<file path="src/design/esort_pkg.sv">
package esort_pkg;

    // field widths of one entry
    localparam int KEY_W = 10;
    localparam int TAG_W = 7;

    // one stored entry: key with its row and column payload
    typedef struct packed {
        logic [KEY_W-1:0] key;
        logic [TAG_W-1:0] row;
        logic [TAG_W-1:0] col;
    } t_entry;

    // controller commands to the datapath
    typedef struct packed {
        logic load;       // write the input transfer at the write address
        logic store;      // write the held entry back at the write address
        logic rd_cur;     // read at the read address into the held entry
        logic rd_cmp;     // read at the read address and compare with the held entry
        logic emit;       // read at the read address into the output register
        logic emit_last;  // the emitted entry closes the run
    } t_cmd;

    // datapath status to the controller
    typedef struct packed {
        logic out_free;   // output register can take a new entry this cycle
    } t_status;

endpackage

</file>
<file path="src/design/esort_ctrl.sv">
module esort_ctrl #(
    parameter int ENTRIES = 64,
    parameter int IW      = 6
) (
    input  logic              i_clk,
    input  logic              i_rst_n,
    input  logic              i_valid,
    output logic              o_stall,
    input  esort_pkg::t_status i_status,
    output esort_pkg::t_cmd   o_cmd,
    output logic [IW-1:0]     o_rd_addr,
    output logic [IW-1:0]     o_wr_addr
);
    import esort_pkg::*;

    localparam logic [IW-1:0] LAST = IW'(ENTRIES - 1);

    typedef enum logic [5:0] {
        S_LOAD  = 6'b000001,
        S_FETCH = 6'b000010,
        S_SCAN  = 6'b000100,
        S_DRAIN = 6'b001000,
        S_STORE = 6'b010000,
        S_EMIT  = 6'b100000
    } t_state;

    t_state        r_state, n_state;
    logic [IW-1:0] r_cnt, n_cnt;
    logic [IW-1:0] r_i, n_i;
    logic [IW-1:0] r_j, n_j;

    // state and counters
    always_ff @(posedge i_clk) begin
        if (!i_rst_n) begin
            r_state <= S_LOAD;
            r_cnt   <= '0;
            r_i     <= '0;
            r_j     <= '0;
        end else begin
            r_state <= n_state;
            r_cnt   <= n_cnt;
            r_i     <= n_i;
            r_j     <= n_j;
        end
    end

    // next state and commands
    always_comb begin
        n_state   = r_state;
        n_cnt     = r_cnt;
        n_i       = r_i;
        n_j       = r_j;
        o_cmd     = '0;
        o_rd_addr = '0;
        o_wr_addr = '0;
        o_stall   = 1'b1;
        case (r_state)
            S_LOAD: begin
                o_stall   = 1'b0;
                o_wr_addr = r_cnt;
                if (i_valid) begin
                    o_cmd.load = 1'b1;
                    if (r_cnt == LAST) begin
                        n_cnt   = '0;
                        n_i     = '0;
                        n_state = S_FETCH;
                    end else begin
                        n_cnt = r_cnt + 1'b1;
                    end
                end
            end
            S_FETCH: begin
                o_cmd.rd_cur = 1'b1;
                o_rd_addr    = r_i;
                n_j          = r_i + 1'b1;
                n_state      = S_SCAN;
            end
            S_SCAN: begin
                o_cmd.rd_cmp = 1'b1;
                o_rd_addr    = r_j;
                if (r_j == LAST) begin
                    n_state = S_DRAIN;
                end else begin
                    n_j = r_j + 1'b1;
                end
            end
            S_DRAIN: begin
                // last compare of the scan resolves this cycle
                n_state = S_STORE;
            end
            S_STORE: begin
                // write back position i, and fetch position i+1 on the same cycle unless i is LAST-1
                o_cmd.store = 1'b1;
                o_wr_addr   = r_i;
                if (r_i == LAST - 1'b1) begin
                    n_cnt   = '0;
                    n_state = S_EMIT;
                end else begin
                    o_cmd.rd_cur = 1'b1;
                    o_rd_addr    = r_i + 1'b1;
                    n_i          = r_i + 1'b1;
                    n_j          = r_i + 1'b1 + 1'b1;
                    n_state      = S_SCAN;
                end
            end
            S_EMIT: begin
                o_rd_addr = r_cnt;
                if (i_status.out_free) begin
                    o_cmd.emit      = 1'b1;
                    o_cmd.emit_last = (r_cnt == LAST);
                    if (r_cnt == LAST) begin
                        n_cnt   = '0;
                        n_state = S_LOAD;
                    end else begin
                        n_cnt = r_cnt + 1'b1;
                    end
                end
            end
            default: begin
                n_state = S_LOAD;
                n_cnt   = '0;
            end
        endcase
    end

endmodule

</file>
<file path="src/design/esort_dp.sv">
module esort_dp #(
    parameter int ENTRIES = 64,
    parameter int IW      = 6
) (
    input  logic                         i_clk,
    input  logic                         i_rst_n,
    input  esort_pkg::t_cmd              i_cmd,
    input  logic [IW-1:0]                i_rd_addr,
    input  logic [IW-1:0]                i_wr_addr,
    input  logic [esort_pkg::KEY_W-1:0]  i_sort_key,
    input  logic [esort_pkg::TAG_W-1:0]  i_row_tag,
    input  logic [esort_pkg::TAG_W-1:0]  i_col_tag,
    input  logic                         i_stall,
    output esort_pkg::t_status           o_status,
    output logic                         o_valid,
    output logic [esort_pkg::KEY_W-1:0]  o_out_key,
    output logic [esort_pkg::TAG_W-1:0]  o_out_row,
    output logic [esort_pkg::TAG_W-1:0]  o_out_col,
    output logic                         o_final_entry
);
    import esort_pkg::*;

    t_entry        r_mem [ENTRIES];
    t_entry        r_rd;
    t_entry        r_cur;
    t_entry        r_out;
    logic          r_out_vld;
    logic          r_out_last;
    logic          r_tag_cur;
    logic          r_tag_cmp;
    logic [IW-1:0] r_tag_addr;
    t_entry        in_entry;
    logic          swap;

    assign in_entry = '{key: i_sort_key, row: i_row_tag, col: i_col_tag};

    // scanned entry beats the held one: exchange them
    assign swap = r_tag_cmp && (r_rd.key < r_cur.key);

    // entry store, one write port
    always_ff @(posedge i_clk) begin
        if (i_cmd.load) begin
            r_mem[i_wr_addr] <= in_entry;
        end else if (i_cmd.store) begin
            r_mem[i_wr_addr] <= r_cur;
        end else if (swap) begin
            r_mem[r_tag_addr] <= r_cur;
        end
    end

    // one read port feeding the sort and the output register
    always_ff @(posedge i_clk) begin
        r_rd <= r_mem[i_rd_addr];
        if (i_cmd.emit) begin
            r_out      <= r_mem[i_rd_addr];
            r_out_last <= i_cmd.emit_last;
        end
    end

    // read tags are registered alongside the read data, so they line up with it
    always_ff @(posedge i_clk) begin
        if (!i_rst_n) begin
            r_tag_cur <= 1'b0;
            r_tag_cmp <= 1'b0;
        end else begin
            r_tag_cur <= i_cmd.rd_cur;
            r_tag_cmp <= i_cmd.rd_cmp;
        end
        r_tag_addr <= i_rd_addr;
    end

    // held entry for the current sorted position
    always_ff @(posedge i_clk) begin
        if (r_tag_cur || swap) begin
            r_cur <= r_rd;
        end
    end

    // output valid
    always_ff @(posedge i_clk) begin
        if (!i_rst_n) begin
            r_out_vld <= 1'b0;
        end else if (i_cmd.emit) begin
            r_out_vld <= 1'b1;
        end else if (!i_stall) begin
            r_out_vld <= 1'b0;
        end
    end

    assign o_status.out_free = !r_out_vld || !i_stall;
    assign o_valid           = r_out_vld;
    assign o_out_key         = r_out.key;
    assign o_out_row         = r_out.row;
    assign o_out_col         = r_out.col;
    assign o_final_entry     = r_out_last;

endmodule

</file>
<file path="src/design/exchange_sort_key_payload.sv">
// channel | handshake          | payload
// input   | i_valid / o_stall  | i_sort_key[9:0], i_row_tag[6:0], i_col_tag[6:0]
// output  | o_valid / i_stall  | o_out_key[9:0], o_out_row[6:0], o_out_col[6:0], o_final_entry
//
// loading takes one cycle per transfer; after the last of ENTRIES transfers the
// sort runs on one comparator and one memory port, fetching each position's
// entry and scanning all later ones, swapping in any smaller key, then storing it.
// emission then gives one entry per cycle unless the output is stalled; input
// stays stalled through sort and emission, and the next run loads while the last
// entry waits. reset clears control only, no store sweep.
module exchange_sort_key_payload #(
    parameter int ENTRIES = 64
) (
    input  logic                         i_clk,
    input  logic                         i_rst_n,
    input  logic                         i_valid,
    output logic                         o_stall,
    input  logic [esort_pkg::KEY_W-1:0]  i_sort_key,
    input  logic [esort_pkg::TAG_W-1:0]  i_row_tag,
    input  logic [esort_pkg::TAG_W-1:0]  i_col_tag,
    output logic                         o_valid,
    input  logic                         i_stall,
    output logic [esort_pkg::KEY_W-1:0]  o_out_key,
    output logic [esort_pkg::TAG_W-1:0]  o_out_row,
    output logic [esort_pkg::TAG_W-1:0]  o_out_col,
    output logic                         o_final_entry
);
    import esort_pkg::*;

    localparam int IW = $clog2(ENTRIES);

    t_cmd          cmd;
    t_status       status;
    logic [IW-1:0] rd_addr;
    logic [IW-1:0] wr_addr;

    // sequencer
    esort_ctrl #(
        .ENTRIES (ENTRIES),
        .IW      (IW)
    ) u_ctrl (
        .i_clk     (i_clk),
        .i_rst_n   (i_rst_n),
        .i_valid   (i_valid),
        .o_stall   (o_stall),
        .i_status  (status),
        .o_cmd     (cmd),
        .o_rd_addr (rd_addr),
        .o_wr_addr (wr_addr)
    );

    // store, comparator and output register
    esort_dp #(
        .ENTRIES (ENTRIES),
        .IW      (IW)
    ) u_dp (
        .i_clk         (i_clk),
        .i_rst_n       (i_rst_n),
        .i_cmd         (cmd),
        .i_rd_addr     (rd_addr),
        .i_wr_addr     (wr_addr),
        .i_sort_key    (i_sort_key),
        .i_row_tag     (i_row_tag),
        .i_col_tag     (i_col_tag),
        .i_stall       (i_stall),
        .o_status      (status),
        .o_valid       (o_valid),
        .o_out_key     (o_out_key),
        .o_out_row     (o_out_row),
        .o_out_col     (o_out_col),
        .o_final_entry (o_final_entry)
    );

endmodule
</file>
<file path="config.mk">
export PLATFORM = sky130hd
export DESIGN_NAME = exchange_sort_key_payload
export DESIGN_NICKNAME = d
export VERILOG_FILES = /design/src/design/esort_pkg.sv /design/src/design/esort_ctrl.sv /design/src/design/esort_dp.sv /design/src/design/exchange_sort_key_payload.sv
export SDC_FILE = /design/constraint.sdc
export NUM_CORES = 2
export LEC_CHECK = 0
export BUFFER_PORTS_ARGS = -buffer_cell sky130_fd_sc_hd__buf_2
export CAP_MARGIN = 20
export CORE_UTILIZATION = 63
export DETAILED_ROUTE_END_ITERATION = 7
export GPL_ROUTABILITY_DRIVEN = 1
export PLACE_DENSITY = 0.79
export SLEW_MARGIN = 20
export SYNTH_ARGS = -nofsm -noshare
export SYNTH_HDL_FRONTEND = slang
export SYNTH_HIERARCHICAL = 1
export SYNTH_SLANG_ARGS = --single-unit
</file>
<file path="constraint.sdc">
create_clock -name i_clk -period 5.17 [get_ports i_clk]
set_clock_uncertainty 0.05 [all_clocks]
set_input_delay 1.034 -clock i_clk [delete_from_list [all_inputs] [get_ports i_clk]]
set_output_delay 1.034 -clock i_clk [all_outputs]
set_load 0.01 [all_outputs]
</file>
======== Word level (Yosys, flattened, before mapping) ========
Memory sizes are Yosys's and may differ from the RTL's.
Index checks and enable logic that the tools add are counted.
word-level totals
  logic and storage cells ................. 104
  memories kept ........................... 1
  input bits .............................. 28
  output and inout port bits .............. 27
  bits in registers ....................... 106
  memory bits (writable) .................. 1536
memories
  name        words  width  read ports  clocked after memory_dff  wr ports  RTL line        text
  u_dp.r_mem  64     24     1           0                         1         esort_dp.sv:23  t_entry r_mem [ENTRIES];
cells by class
  bitwise operators ....................... 2
  reduce and logical (&&, ||, !) cells .... 14
  eq/ne operators ......................... 18
  mux-type cells .......................... 46
  order comparisons ....................... 1
  add/sub/neg operators ................... 4
operators with widths
  cell                 count
  $mux 6               17
  $mux 24              2
  $pmux 6 s4           2
  $pmux 6 s6           1
  $add 6x1->6 const B  4
  $eq 6x6->1 const B   4
  $pmux 6 s2           2
  $reduce_or 24->1     1
  $mux 1               18
  $pmux 6 s3           1
  $lt 10x10->1         1
  $ne 2x1->1 const B   5
  $ne 2x2->1 const B   4
  $reduce_and 4->1     2
  $eq 6x1->1 const B   1
  $eq 6x2->1 const B   1
  $eq 6x3->1 const B   1
  $eq 6x4->1 const B   1
  $eq 6x5->1 const B   1
  $reduce_and 5->1     1
  $mux 2               2
  $reduce_and 3->1     1
  $reduce_bool 3->1    1
  $reduce_or 3->1      1
  8 further kinds      10

======== Longest topological paths before layout ========
  word-level depth ........................ 8
  depth in mapped cells ................... 17
  mapped depth without buffers ............ 12

======== Hierarchy ========
Netlist, hierarchy kept.
modules (own cells, without submodules)
  module      cells an instance  instances  area an instance (sq um)  sequential area each (sq um)
  esort_dp    2676               1          60966.0                   48256.3
  esort_ctrl  244                1          1874.3                    480.5

======== Worst setup path after synthesis ========
No wires, ideal clock.
  kind .................................... input-to-reg
  from .................................... in i_valid
  to ...................................... mem u_dp/r_mem[46][0] in the netlist's numbering, enable pin
  buffers on the path ..................... 2
  cell stages on the path ................. 6
  data required time ...................... 4.678 ns
  slack ................................... 0.702 ns
  data arrival time ....................... 3.976 ns
  cell sequence ........................... and2_1 -> or2_0 -> or3_1 -> buf_2 -> buf_6 -> o31ai_1
between the ends
  cells in the longest elaborated chain, start to end .. 6
RTL lines
  what                                                      RTL line                                        text
  start: declaration                                        exchange_sort_key_payload.sv:16                 input logic i_valid,
  $mux 1 (*)                                                esort_ctrl.sv:61                                if (i_valid) begin
  $mux 1 (*)                                                esort_ctrl.sv:57                                case (r_state)
  $mux 1                                                    esort_dp.sv:42                                  if (i_cmd.load) begin
  $mux 1 (on tied branches)                                 esort_dp.sv:47, esort_dp.sv:43, esort_dp.sv:45
  $reduce_or 24->1 (no line) or $or 1x1->1 (tied branches)  n/a
  $mux 6 (no line) or $mux 1 (tied branches)                n/a
  end: declaration                                          esort_dp.sv:23
Every way passes the cells marked *; elsewhere a longest branch is shown, timed or not.

======== Final worst setup path ========
  from .................................... reg u_ctrl.r_i[0]
  to ...................................... reg, netlist name u_dp/o_out_key[8]
between the ends
  cells in the longest elaborated chain, start to end .. 4
RTL lines
  what                                       RTL line                             text
  start: declaration                         esort_ctrl.sv:29                     logic [IW-1:0] r_i, n_i;
  start signal: assignment                   esort_ctrl.sv:42                     r_i <= n_i;
  $add 6x1->6 or $eq 6x6->1 (tied branches)  esort_ctrl.sv:100, esort_ctrl.sv:95
  $mux 6 (*)                                 esort_ctrl.sv:95                     if (r_i == LAST - 1'b1) begin
  $pmux 6 s4 (*)                             esort_ctrl.sv:57
  net rd_addr[1]                             exchange_sort_key_payload.sv:34      logic [IW-1:0] rd_addr;
  $mem_v2 64x24 (*)                          n/a
The timed path passes the listed nets; every way through them passes the cells marked *.
A chain may end at the register's enable or synchronous reset.

==> summary.md <==
| Metric | Value |
|---|---|
| Status | `finished, final reports clean` |
| Hold depth | `0` |
| Clock slew seen by the registers of the worst setup and hold paths | `0.07 ns` |
| Hold Startpoint | `u_dp/r_rd[13]` |
| Netlist cell types | `82` |
| Pin count of the biggest net entering global routing | `95` |
| Core region area | `98560 um2` |
| Die area | `101000 um2` |
| Hold crit path type | `reg2reg` |
| Clk sinks | `1642` |
| Starting density of the core | `63.76%` |
| Yosys Warn Count | `6` |
| Worst setup EP type | `flip-flop` |
| Max Fanout on Critical Path | `46` |
| Crit path cell chain | `inv_1, ha_1, nand2_1, o211ai_2, o21ai_4, buf_12, nand2b_1, buf_4, o22ai_1, nor3_1, or4_1` |
| Final wirelength | `167900 um` |
| Final GP Congestion | `0.8703` |
| End-of-flow core utilization | `71.88%` |
| Max IR drop VDD | `0.3695 mV` |
| Synthesized flop and latch total | `1642` |
| Clk_lat worst skew | `0.78 ns` |
| Final instance area | `70850 um2` |
| WP buf/inv | `3` |
| Setup tns final | `0 ns` |
| Tightest Pin Transition | `1.248 ns` |
| Commonest non-fill, non-tap cell in the layout | `edfxtp_1` |
| WP depth | `11` |
| Initial DRC count | `5484` |
| Drt first pass iters | `6` |
| Root Driver | `clkbuf_16` |
| Hold Path End | `u_dp/r_cur[13]` |
| Remaining Overflow, GRT | `0` |
| Leak | `21.82 nW` |
| Crit path DAT | `5.48 ns` |
| Layout cells sized above 1 | `29.42%` |
| Kind of start point of the critical path | `flip-flop` |
| Post-CTS sizing | `0` |
| Io pins | `55` |
| Layout Cells excl Fill | `4571` |
| Vias per cell | `7.386` |
| R2R cell count | `11` |
| Sequential area share after synthesis | `77.56%` |
| Hold Fails Final Rpt | `0` |
| DRC Markers | `0` |
| Period minus WS final | `4.896 ns` |
| R2r setup slk | `0.27 ns` |
| Antenna violations before repair | `7` |
| Slew Limit Fails | `0` |
| CP peak stage delay | `1.00 ns` |
| R2r startpoint | `u_ctrl/r_i[0]` |
| Reg area | `48740 um2` |
| H-tree levels | `4` |
| Num CTS Buffers | `158` |
| Die Y | `317.8 um` |
| Nets | `3191` |
| Drt wl/cell | `36.74 um` |
| P per Cell Area | `377.0 nW/um2` |
| Row count | `115` |
| Total power | `26.71 mW` |
| Dpl cell area | `65810 um2` |
| Gr usage total | `33.78%` |
| CP Data Required Time | `5.76 ns` |
| Post CTS Setup Buffer Count | `0` |
| Delay-heaviest family, CP | `simple AND/OR/NAND/NOR gates` |
| Footprint of the multi-input gates | `13600 um2` |
| RSZ-0062 raised after global routing | `false` |
| Top FF cell, synth | `edfxtp_1` |
| Die Wd | `317.8 um` |
| Crit share post-route | `94.69%` |
| Final setup fails | `0` |
| Cells after DPL | `4277` |
| Post-synthesis area per instance | `21.52 um2` |
| Detail Route Antenna Nets | `0` |
| Critical path type | `reg2reg` |
| Post-Syn Instances | `2920` |
| Syn_nets | `2961` |
| Global-route wire length before repair | `240100 um` |
| Max Cap Violations | `0` |
| RR Endpoint | `u_dp/o_out_key[8]` |
| Synth Cell Area | `62840 um2` |
| Hold Buf Count CTS | `0` |
| CTS max path bufs | `3` |
| Vias in the first global route | `33910` |
| Dpl hpwl | `91600 um` |
| Critical path's slowest cell | `nor3_1` |
| Most frequent cells in the layout | `1585 x edfxtp_1, 384 x mux4_2, 162 x buf_4` |
| Max Fclk | `204.3 MHz` |
| Area grow syn2layout | `12.74%` |
| Worst slew margin relative to its limit | `16.17%` |
| CTS tree | `done` |
| Ys async rst share | `0%` |
| Vias | `33760` |
| Fill count | `5219` |
| EDFF count, synth | `1585` |
| Port bufs | `54` |
==> flip-flops by register name, indices dropped and copies added, names as in the netlist <==
name / cells
u_ctrl/r_state: 6
u_dp/r_tag_cmp: 1
u_dp/o_out_key: 10
u_ctrl/r_cnt: 6
u_dp/r_tag_addr: 6
u_dp/r_mem: 1536
u_dp/o_out_row: 7
u_dp/o_final_entry: 1
u_dp/r_rd: 24
u_dp/r_cur: 24
u_ctrl/r_j: 6
u_dp/o_out_col: 7
u_dp/r_tag_cur: 1
u_ctrl/r_i: 6
u_dp/o_valid: 1
==> power by group <==
part	total [mW]	internal (mW)	leakage [nW]	switching, mW
logic	0.738	0.198	4.67	0.540
registers	14.8	14.7	14.7	0.0624
clock network	11.2	6.15	2.43	5.02
==> per-layer routing <==
metal	part of all wire, %	vias to the layer above	GRT usage, %
li1	-	12830	-
met1	34	17420	44.89
met2	47	3002	52.10
met3	13	506	9.247
met4	5.4	10	17.32
met5	0.032	-	0
==> stage by stage <==
stage / setup WS, ns / hold slack, ns
6_report: 0.2744 / 0.3545
5_1_grt: 0.2716 / 0.3600
4_1_cts: 0.4986 / 0.3542
3_5_place_dp: 0.5645 / 0.3402
3_3_place_gp: 0.6212 / 0.3377
2_1_floorplan: 0.7022 / 0.3355
==> worst max-delay path by stage <==
| stage | from | end | slack [ns] |
|---|---|---|---|
| finish | u_ctrl/r_i[0] | u_dp/o_out_key[8] | 0.27 |
| global route | u_ctrl/r_i[0] | u_dp/o_out_key[8] | 0.27 |
| CTS | u_ctrl/r_i[0] | u_dp/o_out_key[7] | 0.50 |
| detailed placement | u_ctrl/r_i[0] | u_dp/o_out_key[7] | 0.56 |
| global placement | u_ctrl/r_i[0] | u_dp/o_out_key[7] | 0.62 |
| floorplan | i_valid | u_dp/r_mem[46][0] | 0.70 |
==> logic make-up after synthesis <==
logic type	synth area share, %
AOI/OAI and AO/OA	3.835
xor gates and xnor gates	0.1394
adders and majority gates	0.2588
buffers and inverters	1.282
DFF	77.56
muxes	14.36
and+or+nand+nor	2.565
==> synth_stat cells, types with 4 or more instances <==
cell type     n  area (um2)
nor3b_1       9       67.56
o221ai_1      8       70.07
nor4_1        6       37.54
or4_1        18       135.1
buf_1        13       48.80
nand3_1      18       90.09
a221oi_1     14       122.6
clkbuf_1     89       334.1
a222oi_1      4       40.04
nand2b_1     12       75.07
mux2_2       18       202.7
nor2b_1      11       68.82
buf_2        50       250.2
o22ai_1      70       437.9
a211oi_1      5       37.54
mux4_2      384        8648
ha_1         13       162.7
nor2_1      103       386.6
o21ai_0      12       60.06
buf_4         7       52.55
inv_1        19       71.32
a21oi_1      75       375.4
and2_1        6       37.54
and3_1        4       25.02
nor3_1       47       235.2
nand2_1      38       142.6
xnor2_1       7       61.31
buf_6         4       45.04
nand3b_1      6       45.04
a22o_1       19       166.4
dfxtp_1      57        1141
mux2_1        6       67.56
a22oi_1     101       758.2
edfxtp_1   1585       47600
==> final cells by class <==
cell class                 instances  share of cell area (%)
sequential                      1642                   68.79
clock inverter                    81                   1.037
multi-input combinational       1095                   19.19
inverter                          20                  0.1060
timing repair buffer             233                   2.578
clock buffer                     209                   6.008
tap                             1287                   2.273
antenna                            4                 0.01413
==> worst register-to-register path: stages, from the launching register on <==
cell and delay (ns):
dfxtp_1 0.62, inv_1 0.12, ha_1 0.22, nand2_1 0.11, o211ai_2 0.30, o21ai_4 0.75
buf_12 0.38, nand2b_1 0.45, buf_4 0.35, o22ai_1 0.13, nor3_1 1.00, or4_1 0.28
Note: power is estimated with default switching activity, not from simulation.
